[src/hw/rtl/necir_pkg.sv]
// types and constants of the nec ir frame transmitter
// no dependencies
package necir_pkg;

   localparam int DUR_WIDTH   = 16;
   localparam int CODE_WIDTH  = 32;
   localparam int BITPOS_WIDTH = 5;
   localparam int CSR_INDEX_WIDTH = 3;

   localparam logic [BITPOS_WIDTH-1:0] LAST_BIT    = 5'd31;
   localparam logic [BITPOS_WIDTH-1:0] ADDR_OFFSET = 5'd16;

   localparam logic [DUR_WIDTH-1:0] RST_LEADER_MARK  = 16'd9000;
   localparam logic [DUR_WIDTH-1:0] RST_LEADER_SPACE = 16'd4500;
   localparam logic [DUR_WIDTH-1:0] RST_BIT_MARK     = 16'd560;
   localparam logic [DUR_WIDTH-1:0] RST_ZERO_SPACE   = 16'd560;
   localparam logic [DUR_WIDTH-1:0] RST_ONE_SPACE    = 16'd1690;

   typedef enum logic [CSR_INDEX_WIDTH-1:0] {
      CSR_LEADER_MARK  = 3'd0,
      CSR_LEADER_SPACE = 3'd1,
      CSR_BIT_MARK     = 3'd2,
      CSR_ZERO_SPACE   = 3'd3,
      CSR_ONE_SPACE    = 3'd4
   } csr_index_type;

   typedef enum logic {
      OP_LOAD = 1'b0,
      OP_TICK = 1'b1
   } opcode_type;

   typedef enum logic [5:0] {
      PH_IDLE       = 6'b000001,
      PH_LEAD_MARK  = 6'b000010,
      PH_LEAD_SPACE = 6'b000100,
      PH_BIT_MARK   = 6'b001000,
      PH_BIT_SPACE  = 6'b010000,
      PH_STOP_MARK  = 6'b100000
   } phase_type;

   typedef struct packed {
      logic [DUR_WIDTH-1:0] leader_mark_ticks;
      logic [DUR_WIDTH-1:0] leader_space_ticks;
      logic [DUR_WIDTH-1:0] bit_mark_ticks;
      logic [DUR_WIDTH-1:0] zero_space_ticks;
      logic [DUR_WIDTH-1:0] one_space_ticks;
   } cfg_type;

   typedef struct packed {
      logic                  opcode;
      logic [CODE_WIDTH-1:0] frame_code;
   } req_type;

   typedef struct packed {
      logic led_on;
      logic busy_res;
      logic frame_done;
   } rsp_type;

endpackage

[src/hw/rtl/necir_csr.sv]
// duration register bank of the nec ir frame transmitter
// depends on necir_pkg
module necir_csr
   import necir_pkg::*;
(
   input  logic                       clock,
   input  logic                       reset,
   input  logic                       csr_valid,
   output logic                       csr_ready,
   input  logic [CSR_INDEX_WIDTH-1:0] csr_index,
   input  logic [DUR_WIDTH-1:0]       csr_wdata,
   output cfg_type                    cfg
);

   cfg_type cfg_ff;
   cfg_type cfg_in;

   assign csr_ready = 1'b1;
   assign cfg       = cfg_ff;

   always_comb begin
      cfg_in = cfg_ff;
      if (csr_valid) begin
         unique case (csr_index)
            CSR_LEADER_MARK:  cfg_in.leader_mark_ticks  = csr_wdata;
            CSR_LEADER_SPACE: cfg_in.leader_space_ticks = csr_wdata;
            CSR_BIT_MARK:     cfg_in.bit_mark_ticks     = csr_wdata;
            CSR_ZERO_SPACE:   cfg_in.zero_space_ticks   = csr_wdata;
            CSR_ONE_SPACE:    cfg_in.one_space_ticks    = csr_wdata;
            // indexes past the list are dropped
            default:          cfg_in = cfg_ff;
         endcase
      end
   end

   always_ff @(posedge clock) begin
      if (reset) begin
         cfg_ff.leader_mark_ticks  <= RST_LEADER_MARK;
         cfg_ff.leader_space_ticks <= RST_LEADER_SPACE;
         cfg_ff.bit_mark_ticks     <= RST_BIT_MARK;
         cfg_ff.zero_space_ticks   <= RST_ZERO_SPACE;
         cfg_ff.one_space_ticks    <= RST_ONE_SPACE;
      end else begin
         cfg_ff <= cfg_in;
      end
   end

endmodule

[src/hw/rtl/nec_ir_frame_transmitter_unit.sv]
// nec ir pulse-distance frame transmitter, top level
// depends on necir_pkg and necir_csr
//
// req channel: one transaction per item. opcode load captures frame_code and
// starts a frame when idle (ignored while a frame runs); opcode tick advances
// the frame by one tick. rsp channel: exactly one transaction per req item,
// giving led_on for that tick, busy_res after the item and frame_done on the
// tick that ends the stop mark.
// csr channel: index 0..4 selects leader mark, leader space, bit mark, zero
// space, one space duration in ticks; always ready, other indexes ignored.
// latency: the result is valid the cycle after the req transaction.
// throughput: one item per cycle; the phase counter update and the result
// both come from one short decrement/compare between state and rsp register.
// a stalled rsp holds its register; req_ready drops only while a result
// waits and rsp_ready is low, and rises again in the cycle it is taken.
// synchronous reset: idle, no result pending, durations back to defaults.
// frame: leader mark, leader space, 32 bits (address half then command half,
// each lsb first), stop mark. zero durations count as one tick.
module nec_ir_frame_transmitter_unit
   import necir_pkg::*;
#(
   parameter int TICK_COUNTER_WIDTH = 16
) (
   input  logic                       clock,
   input  logic                       reset,
   input  logic                       req_valid,
   output logic                       req_ready,
   input  req_type                    req_data,
   output logic                       rsp_valid,
   input  logic                       rsp_ready,
   output rsp_type                    rsp_data,
   input  logic                       csr_valid,
   output logic                       csr_ready,
   input  logic [CSR_INDEX_WIDTH-1:0] csr_index,
   input  logic [DUR_WIDTH-1:0]       csr_wdata
);

   localparam int CW = TICK_COUNTER_WIDTH;
   localparam logic [32:0]   MAX_COUNT = (33'd1 << CW) - 33'd1;
   localparam logic [CW-1:0] ONE_TICK  = CW'(1);

   cfg_type                  cfg;
   phase_type                phase_ff, phase_in;
   logic [BITPOS_WIDTH-1:0]  bitpos_ff, bitpos_in;
   logic [CW-1:0]            ticks_ff, ticks_in;
   logic [CODE_WIDTH-1:0]    bits_ff, bits_in;
   logic                     rsp_valid_ff, rsp_valid_in;
   rsp_type                  rsp_ff, rsp_in;
   logic                     req_fire;
   logic                     is_mark;
   logic                     cur_bit;

   // zero counts as one tick, long durations clip to the counter range
   function automatic logic [CW-1:0] load_count(input logic [DUR_WIDTH-1:0] dur);
      logic [32:0] ext;
      ext = {17'd0, dur};
      if (ext == 33'd0) begin
         ext = 33'd1;
      end
      if (ext > MAX_COUNT) begin
         ext = MAX_COUNT;
      end
      return ext[CW-1:0];
   endfunction

   necir_csr u_csr (
      .clock     (clock),
      .reset     (reset),
      .csr_valid (csr_valid),
      .csr_ready (csr_ready),
      .csr_index (csr_index),
      .csr_wdata (csr_wdata),
      .cfg       (cfg)
   );

   assign req_ready = !rsp_valid_ff || rsp_ready;
   assign req_fire  = req_valid && req_ready;
   assign rsp_valid = rsp_valid_ff;
   assign rsp_data  = rsp_ff;

   assign is_mark = (phase_ff == PH_LEAD_MARK) || (phase_ff == PH_BIT_MARK) ||
                    (phase_ff == PH_STOP_MARK);
   // address half goes out first
   assign cur_bit = bits_ff[bitpos_ff + ADDR_OFFSET];

   always_comb begin
      phase_in          = phase_ff;
      bitpos_in         = bitpos_ff;
      ticks_in          = ticks_ff;
      bits_in           = bits_ff;
      rsp_in.led_on     = 1'b0;
      rsp_in.frame_done = 1'b0;
      if (req_fire) begin
         if (req_data.opcode == OP_LOAD) begin
            if (phase_ff == PH_IDLE) begin
               bits_in   = req_data.frame_code;
               bitpos_in = '0;
               phase_in  = PH_LEAD_MARK;
               ticks_in  = load_count(cfg.leader_mark_ticks);
            end
         end else if (phase_ff != PH_IDLE) begin
            rsp_in.led_on = is_mark;
            if (ticks_ff > ONE_TICK) begin
               ticks_in = ticks_ff - ONE_TICK;
            end else begin
               unique case (phase_ff)
                  PH_LEAD_MARK: begin
                     phase_in = PH_LEAD_SPACE;
                     ticks_in = load_count(cfg.leader_space_ticks);
                  end
                  PH_LEAD_SPACE: begin
                     bitpos_in = '0;
                     phase_in  = PH_BIT_MARK;
                     ticks_in  = load_count(cfg.bit_mark_ticks);
                  end
                  PH_BIT_MARK: begin
                     phase_in = PH_BIT_SPACE;
                     ticks_in = cur_bit ? load_count(cfg.one_space_ticks)
                                        : load_count(cfg.zero_space_ticks);
                  end
                  PH_BIT_SPACE: begin
                     if (bitpos_ff == LAST_BIT) begin
                        phase_in = PH_STOP_MARK;
                     end else begin
                        bitpos_in = bitpos_ff + 5'd1;
                        phase_in  = PH_BIT_MARK;
                     end
                     ticks_in = load_count(cfg.bit_mark_ticks);
                  end
                  PH_STOP_MARK: begin
                     phase_in          = PH_IDLE;
                     bitpos_in         = '0;
                     ticks_in          = '0;
                     rsp_in.frame_done = 1'b1;
                  end
                  default: begin
                     phase_in = PH_IDLE;
                     ticks_in = '0;
                  end
               endcase
            end
         end
      end
      rsp_in.busy_res = (phase_in != PH_IDLE);
   end

   always_comb begin
      if (req_fire) begin
         rsp_valid_in = 1'b1;
      end else if (rsp_ready) begin
         rsp_valid_in = 1'b0;
      end else begin
         rsp_valid_in = rsp_valid_ff;
      end
   end

   always_ff @(posedge clock) begin
      if (reset) begin
         phase_ff     <= PH_IDLE;
         bitpos_ff    <= '0;
         ticks_ff     <= '0;
         rsp_valid_ff <= 1'b0;
      end else begin
         phase_ff     <= phase_in;
         bitpos_ff    <= bitpos_in;
         ticks_ff     <= ticks_in;
         rsp_valid_ff <= rsp_valid_in;
      end
   end

   always_ff @(posedge clock) begin
      bits_ff <= bits_in;
      if (req_fire) begin
         rsp_ff <= rsp_in;
      end
   end

endmodule

[config.mk]
export PLATFORM = sky130hd
export DESIGN_NAME = nec_ir_frame_transmitter_unit
export DESIGN_NICKNAME = d
export VERILOG_FILES = /design/src/hw/rtl/necir_pkg.sv /design/src/hw/rtl/necir_csr.sv /design/src/hw/rtl/nec_ir_frame_transmitter_unit.sv
export SDC_FILE = /design/constraint.sdc
export NUM_CORES = 1
export LEC_CHECK = 0
export BUFFER_PORTS_ARGS = -buffer_cell sky130_fd_sc_hd__clkbuf_2
export CORE_MARGIN = 8
export CORE_UTILIZATION = 30
export DETAILED_ROUTE_END_ITERATION = 6
export SLEW_MARGIN = 20
export SYNTH_ARGS = -nofsm -noshare
export SYNTH_HDL_FRONTEND = slang
export SYNTH_SLANG_ARGS = --single-unit
[constraint.sdc]
create_clock -name clock -period 4.27 [get_ports clock]
set_input_delay 0.2135 -clock clock [delete_from_list [all_inputs] [get_ports clock]]
set_output_delay 0.2135 -clock clock [all_outputs]
set_load 0.005 [all_outputs]
==> results by group, run 1 <==
Synthesis
  – Mapped Area: 6933 µm²
  – Syn Nets: 871
  – FFs w/ async S/R, synth: 0%
  – Number of synthesized flops with an enable pin: 35
  – Main synth FF type: dfxtp_1
  – Yosys cell types: 67
  – Syn avg cell area: 8.570 µm²
  – Yosys reg bits: 143
  – Synth warn: 0
  – Register area share after synthesis: 46.35%
  – Post-Synthesis Cells: 809

Drt
  – Post-DRT Antenna Nets: 0
  – DR DRC count: 0
  – Final wirelength: 20640 µm
  – DR iter-0 viols: 589
  – 1st-pass router iterations: 5
  – Routed vias: 6249
  – Vias per cell: 5.336
  – Routed WL per cell: 17.63 µm

Floorplan
  – Initial Util: 30.62%
  – Die Y: 168.0 µm
  – Die ar.: 28230 µm²
  – CORE AREA: 22640 µm²
  – Die width: 168.0 µm
  – # rows: 55
  – I/O pin count: 63

Global routing
  – Antenna violations before repair: 0
  – First-pass GRT wire length: 32850 µm
  – GRT Residual Overflow: 0
  – Number of global-route vias before repair: 5860
  – All-Layer GR Usage: 14.49%
  – Largest net degree at the start of global routing: 86

Timing
  – Max_slew headroom: 27.14%
  – Final count of hold timing violations: 0
  – Final worst slack: 955.8 ps
  – Worst Hold Slack: 74.26 ps
  – RSZ-0062 raised after global routing: false
  – Worst slew pin tran: 1089 ps
  – TNS Setup: 0 ps
  – Slew Viols, Final: 0
  – Final worst path period share: 77.62%
  – Fmax achieved: 0.3017 GHz
  – Min cycle time layout: 3314 ps
  – Final Skew: 8.524 ps
  – Setup Viol. Count Final: 0

Pwr
  – Pwr Total: 3.525 mW
  – Switching Share: 28.46%
  – Switching pwr: 1.003 mW
  – Leak: 3.009 nW
  – Power Density: 427.0 nW/µm²
  – Clock Power Share: 39.3%
  – Internal power: 2.522 mW
  – VDD IR max: 0.0002757 V
  – Comb power frac: 17.9%
  – Sequential share of power: 42.8%

Place
  – HPWL after DPL: 14440 µm
  – Port bufs: 61
  – DP Worst Slack: 968.3 ps
  – Final GP Congestion: 0.8269

Finish
  – Core Util, Final: 36.47%
  – Fillers: 2306
  – Nets: 935
  – Share of cells above drive strength 1: 14.11%
  – Reg area: 3213 µm²
  – Inserted Diodes: 0
  – Layout area overhead: 19.09%
  – Multi-input logic area: 3436 µm²

Critical path
  – WP data arrival: 3570 ps
  – FF-to-FF End: ticks_ff[3]
  – Startpoint types: flop
  – Worst Path Required: 4530 ps
  – Reg-to-reg critical path startpoint: phase_ff[2]
  – Worst Path Max Fanout: 16
  – Worst R2R Path Depth: 10
  – Crit end category: flop
  – WS Path Type: flop to flop
  – Flop-to-flop setup slack: 960 ps

Clock tree
  – Clock Sink Count: 143
  – CTS tree: built
  – Reg clk slew, reported paths: 60 ps
  – CTS H-tree lvls: 4
  – Later-pin clock latency in the skew report: 420 ps
  – CTS Buffer Depth: 2
  – CTS Buf Count: 17
  – Postcts setup bufs: 0
  – Clk Tree Root Cell: clkbuf_16

Worst hold path
  – Hold Startpoint: req_valid
  – Hold Path Class: input pin to flop
  – Hold Path Stages: 3
  – WHS Endpoint: rsp_valid

Run
  – Max-cap violations: 0

Status
  – Status: finished clean
==> timing repair <==
| item | 4_1_cts | 5_1_grt |
|---|---|---|
| gates resized for setup | 0 | 0 |
| hold buffers | 32 | 0 |
| endpoints found under the hold margin | 32 | 0 |
| setup endpoints to repair | 0 | 0 |
==> power groups by stage <==
stage	combinational, mW	sequential, mW	clock, mW
after floorplan	0.454	1.52	0
after detailed placement	0.602	1.54	0
final	0.632	1.51	1.38
after global routing	0.692	1.52	1.46
after global placement	0.602	1.54	0
after CTS	0.629	1.51	1.40
==> flip-flops by register name, summed over array words and instances, names as in the netlist <==
signal     flops
u_csr.cfg     80
bits_ff       32
ticks_ff      16
phase_ff       6
bitpos_ff      5
rsp_data       3
rsp_valid      1
==> final cells by class <==
cell class	count	area share [%]
Timing Repair Buffer	99	8.122
Clock buffer	23	5.910
Multi-Input combinational cell	603	41.61
Clock inverter	9	0.7122
Inverter	9	0.4092
Tap cell	285	4.319
Sequential cell	143	38.91
==> metal layers <==
metal  vias up  share of wire [%]  track usage (%)
li1       3047                  -                -
met1      3025                 48            19.70
met2       158                 47            22.81
met3        19                3.6            2.689
met4         0                1.6            4.697
met5         -                  0                0
==> per-stage QoR <==
step / instances / cell area, µm²
finish: 1171 / 8257
CTS: 1171 / 8252
floorplan: 809 / 6933
global placement: 1107 / 7385
global route: 1171 / 8257
detailed placement: 1107 / 7385
==> layout by cell type (no fill, tap or decap), drive strengths merged, types with 4 or more instances in the layout <==
cell type    synthesis  final
a211oi               6      6
a21oi               71     71
a22oi               22     22
and2                 4      4
and3                13     13
buf                 10      6
clkbuf              44     84
clkinv               0      5
dfxtp              108    108
dlygate4sd3          0     32
edfxtp              35     35
ha                   5      5
inv                  9     11
mux2i               32     32
nand2              191    191
nand3               18     18
nand3b              23     23
nand4                8      8
nor2                48     48
nor2b                7      7
nor3                17     17
nor4                21     21
o211ai              14     14
o21ai               30     30
o221ai               9      9
or2                  4      4
or3                  5      5
or4                  6      6
xnor2                5      5
==> worst max-delay path, stage by stage, from the launching register on <==
cell and delay (ps):
dfxtp_1 390, nor2_1 300, nand4b_1 270, ha_1 350
or2b_2 310, nor2_1 370, nor2_1 370, a221oi_1 320
o211ai_1 130, a311oi_1 260, nor4_1 90
==> Yosys cell counts, drive strengths merged, types with 4 or more instances <==
cell | number | share of area [%]
mux2i | 32 | 4.6
and3 | 13 | 1.3
dfxtp | 108 | 31
nand3b | 23 | 2.5
and2 | 4 | 0.40
nand3 | 18 | 1.3
nor2b | 7 | 0.63
buf | 10 | 0.90
nor4 | 21 | 1.9
nand4 | 8 | 0.72
o221ai | 9 | 1.1
clkbuf | 44 | 2.9
edfxtp | 35 | 15
or2 | 4 | 0.36
or4 | 6 | 0.81
nor2 | 48 | 2.6
xnor2 | 5 | 0.63
o21ai | 30 | 2.2
a22oi | 22 | 2.4
or3 | 5 | 0.51
inv | 9 | 0.49
a211oi | 6 | 0.65
a21oi | 71 | 5.1
o211ai | 14 | 1.5
nor3 | 17 | 1.5
nand2 | 191 | 10
ha | 5 | 0.90
==> logic make-up (layout without fill, tap and decap cells) <==
logic type                 count (synthesis)  in the layout  share of synthesized area [%]
muxes                                     34             34                          4.945
adders and majority gates                  5              5                         0.9024
xor gates and xnor gates                   6              6                         0.7580
AOI/OAI and AO/OA                        182            182                          16.62
and+or+nand+nor                          375            375                          26.13
DFF                                      143            143                          46.35
buffers and inverters                     63            140                          4.241
other                                      1              1                        0.05409
==> worst max-delay path by stage <==
stage	endpoint	start	cells past startpoint	slack, ps
finish	ticks_ff[3]	phase_ff[2]	10	960
global route	ticks_ff[3]	phase_ff[2]	10	630
CTS	ticks_ff[3]	phase_ff[2]	10	950
detailed placement	ticks_ff[3]	phase_ff[2]	10	970
global placement	ticks_ff[3]	phase_ff[2]	10	1080
floorplan	rsp_data[1]	phase_ff[2]	8	250
Note: power is estimated with default switching activity, not from simulation.
==> run 2: changes to the inputs <==
ABC_AREA = 1   (was not set)
clock period = 2.7 ns   (was 4.27 ns; I/O delays follow)
==> results by group, run 2 <==
Drt
  – 1st-pass router iterations: 5
  – DR iter-0 viols: 483
  – Routed vias: 6571
  – Final wirelength: 21060 µm
  – DR DRC count: 0
  – Routed WL per cell: 15.23 µm
  – Post-DRT Antenna Nets: 0
  – Vias per cell: 4.751

Finish
  – Nets: 1108
  – Inserted Diodes: 0
  – Share of cells above drive strength 1: 16.43%
  – Max reg flops: 80
  – Most frequent cells in the layout: nand2_1 (183), inv_1 (125), dfxtp_1 (108), nor2_1 (88), a21oi_1 (85)
  – Layout area overhead: 20.34%
  – Most common cell after layout, fill and taps aside: nand2_1

Pwr
  – VDD IR max: 0.0004338 V
  – Switching pwr: 2.552 mW
  – Switching Share: 35.64%
  – Power Density: 815.7 nW/µm²
  – Clock Power Share: 35.1%
  – Sequential share of power: 35.3%
  – Internal power: 4.609 mW
  – Comb power frac: 29.5%
  – Leak: 3.791 nW

Clock tree
  – Reg clk slew, reported paths: 70 ps
  – CTS Buf Count: 17
  – CTS Buffer Depth: 2
  – Postcts setup bufs: 0
  – CTS tree: built
  – Later-pin clock latency in the skew report: 430 ps
  – Clock Sink Count: 143
  – Clk Tree Root Cell: clkbuf_16
  – CTS H-tree lvls: 4

Synthesis
  – Number of synthesized flops with an enable pin: 35
  – Register area share after synthesis: 44.04%
  – Top-count cell post-synth: nand2_1
  – Syn avg cell area: 7.608 µm²
  – Post-Synthesis Cells: 959
  – Yosys top cell by area: dfxtp_1
  – Syn Nets: 1021
  – Synth warn: 0
  – Main synth FF type: dfxtp_1
  – FFs w/ async S/R, synth: 0%
  – Mapped Area: 7296 µm²
  – Main area contributors after synthesis: dfxtp_1 (30%), edfxtp_1 (14%), nand2_1 (9.4%), inv_1 (6.5%), a21oi_1 (5.8%)
  – Area share of the largest cell type after synthesis: 29.63%
  – Yosys reg bits: 143
  – Yosys cell types: 44
  – Commonest cells post-synth: nand2_1 (183), inv_1 (126), dfxtp_1 (108)

Global routing
  – Number of global-route vias before repair: 6433
  – GRT Residual Overflow: 0
  – All-Layer GR Usage: 14.57%
  – Largest net degree at the start of global routing: 46
  – First-pass GRT wire length: 33500 µm
  – Antenna violations before repair: 0

Floorplan
  – I/O pin count: 63
  – Die Y: 171.9 µm
  – Initial Util: 30.27%
  – # rows: 57
  – Die width: 171.9 µm
  – Die ar.: 29570 µm²
  – CORE AREA: 24110 µm²

Critical path
  – Worst-path cell chain: inv_1 -> ha_1 -> nand2_2 -> nor2_1 -> nand2_1 -> inv_2 -> o21ai_2 -> nor2_4 -> o21ai_0 -> nand2_1 -> a21oi_1 -> nand4_1
  – Delay-heaviest family, CP: simple AND/OR/NAND/NOR gates
  – Worst Path Max Fanout: 18
  – CP most frequent cell: nand2_1
  – Crit-path slowest cell: dfxtp_1
  – WS Path Type: flop to flop
  – WP data arrival: 2470 ps
  – WP buf/inv: 2
  – CP max stage delay: 420 ps
  – Critical path origin: ticks_ff[0]
  – Flop-to-flop setup slack: 380 ps
  – Reg-to-reg critical path startpoint: ticks_ff[0]
  – Crit end category: flop
  – Worst Path Required: 2850 ps
  – Startpoint types: flop

Timing
  – Slew Viols, Final: 0
  – Fmax achieved: 0.4313 GHz
  – Final worst slack: 381.5 ps
  – TNS Setup: 0 ps
  – Setup Viol. Count Final: 0
  – Max_slew headroom: 50.09%
  – Worst slew pin tran: 747.6 ps
  – RSZ-0062 raised after global routing: false
  – Min cycle time layout: 2318 ps
  – Final worst path period share: 85.87%
  – Final Skew: 11.46 ps
  – Final count of hold timing violations: 0

Status
  – Status: finished clean

Place
  – Final GP Congestion: 0.8443
  – HPWL after DPL: 14830 µm
  – Port bufs: 61
  – DP Worst Slack: 400.6 ps

Worst hold path
  – Hold Path Class: input pin to flop
  – Hold Startpoint: csr_wdata[14]

Run
  – Max-cap violations: 0
==> run 2: cell count changes after synthesis, sizes merged, moves of 23 or more <==
| cell | delta |
|---|---|
| nor2 | +48 |
| nand3 | +47 |
| mux2i | -32 |
| nand3b | -23 |
| o21ai | +54 |
| a21oi | +26 |
| inv | +126 |
==> run 2: power by group through the flow <==
stage          registers (mW)  clock network [mW]  logic, mW
3_3_place_gp             2.57                   0       2.06
2_1_floorplan            2.54                   0       1.66
6_report                 2.53                2.51       2.12
3_5_place_dp             2.57                   0       2.06
4_1_cts                  2.53                2.55       2.12
5_1_grt                  2.55                2.65       2.39
==> run 2: cells by family after synthesis <==
kind of cell | after synthesis | synth area share (%)
XOR/XNOR | 9 | 1.080
AND/OR/NAND/NOR | 406 | 26.07
buffers and inverters | 180 | 11.27
flip-flops | 143 | 44.04
adder cells (fa/ha/maj) | 5 | 0.8575
other | 1 | 0.05140
AO/OA/AOI/OAI | 215 | 16.64
==> run 2: stage by stage <==
step                      cell area [µm²]  utilization, %  hold WS [ps]  total power, mW  instances
after floorplan                      7298               -         233.9            4.201        959
after global routing                 8780           36.42         28.53            7.589       1383
after detailed placement             7819           32.44         313.6            4.639       1317
final                                8780           36.42         32.65            7.162       1383
after CTS                            8780           36.42         18.83            7.196       1383
after global placement               7819           32.44         313.0            4.634       1317
==> run 2: what timing repair did <==
item / in CTS / in global routing
hold buffers: 34 / 0
endpoints found under the hold margin: 34 / 0
resized for setup: 0 / 0
==> run 2: area by class of cell <==
cell class	instances	area, µm²
Sequential cell	143	3213
Tap cell	324	405.4
Inverter	138	519.2
Fill cell	2530	15330
Multi-Input combinational cell	636	3263
Timing Repair Buffer	110	758.2
Clock inverter	15	195.2
Clock buffer	17	425.4
==> run 2: path summary, 6_finish.rpt <==
kind	cells past startpoint	endpoint
worst max-delay path	12	rsp_data[1]
worst max register to register	12	rsp_data[1]
worst min register to register	2	u_csr.cfg[0]
worst min-delay path	3	u_csr.cfg[46]
==> run 2: per-layer routing <==
layer	up-vias	global-route usage (%)	share of wire, %
li1	3342	-	-
met1	3043	19.02	47
met2	166	23.64	46
met3	20	3.516	5.4
met4	0	4.085	1.5
met5	-	0	0
==> run 2: tightest hold or removal path, cell delays in order <==
cell	delay, ps
clkbuf_2	150
nor2_1	60
nor2_1	90
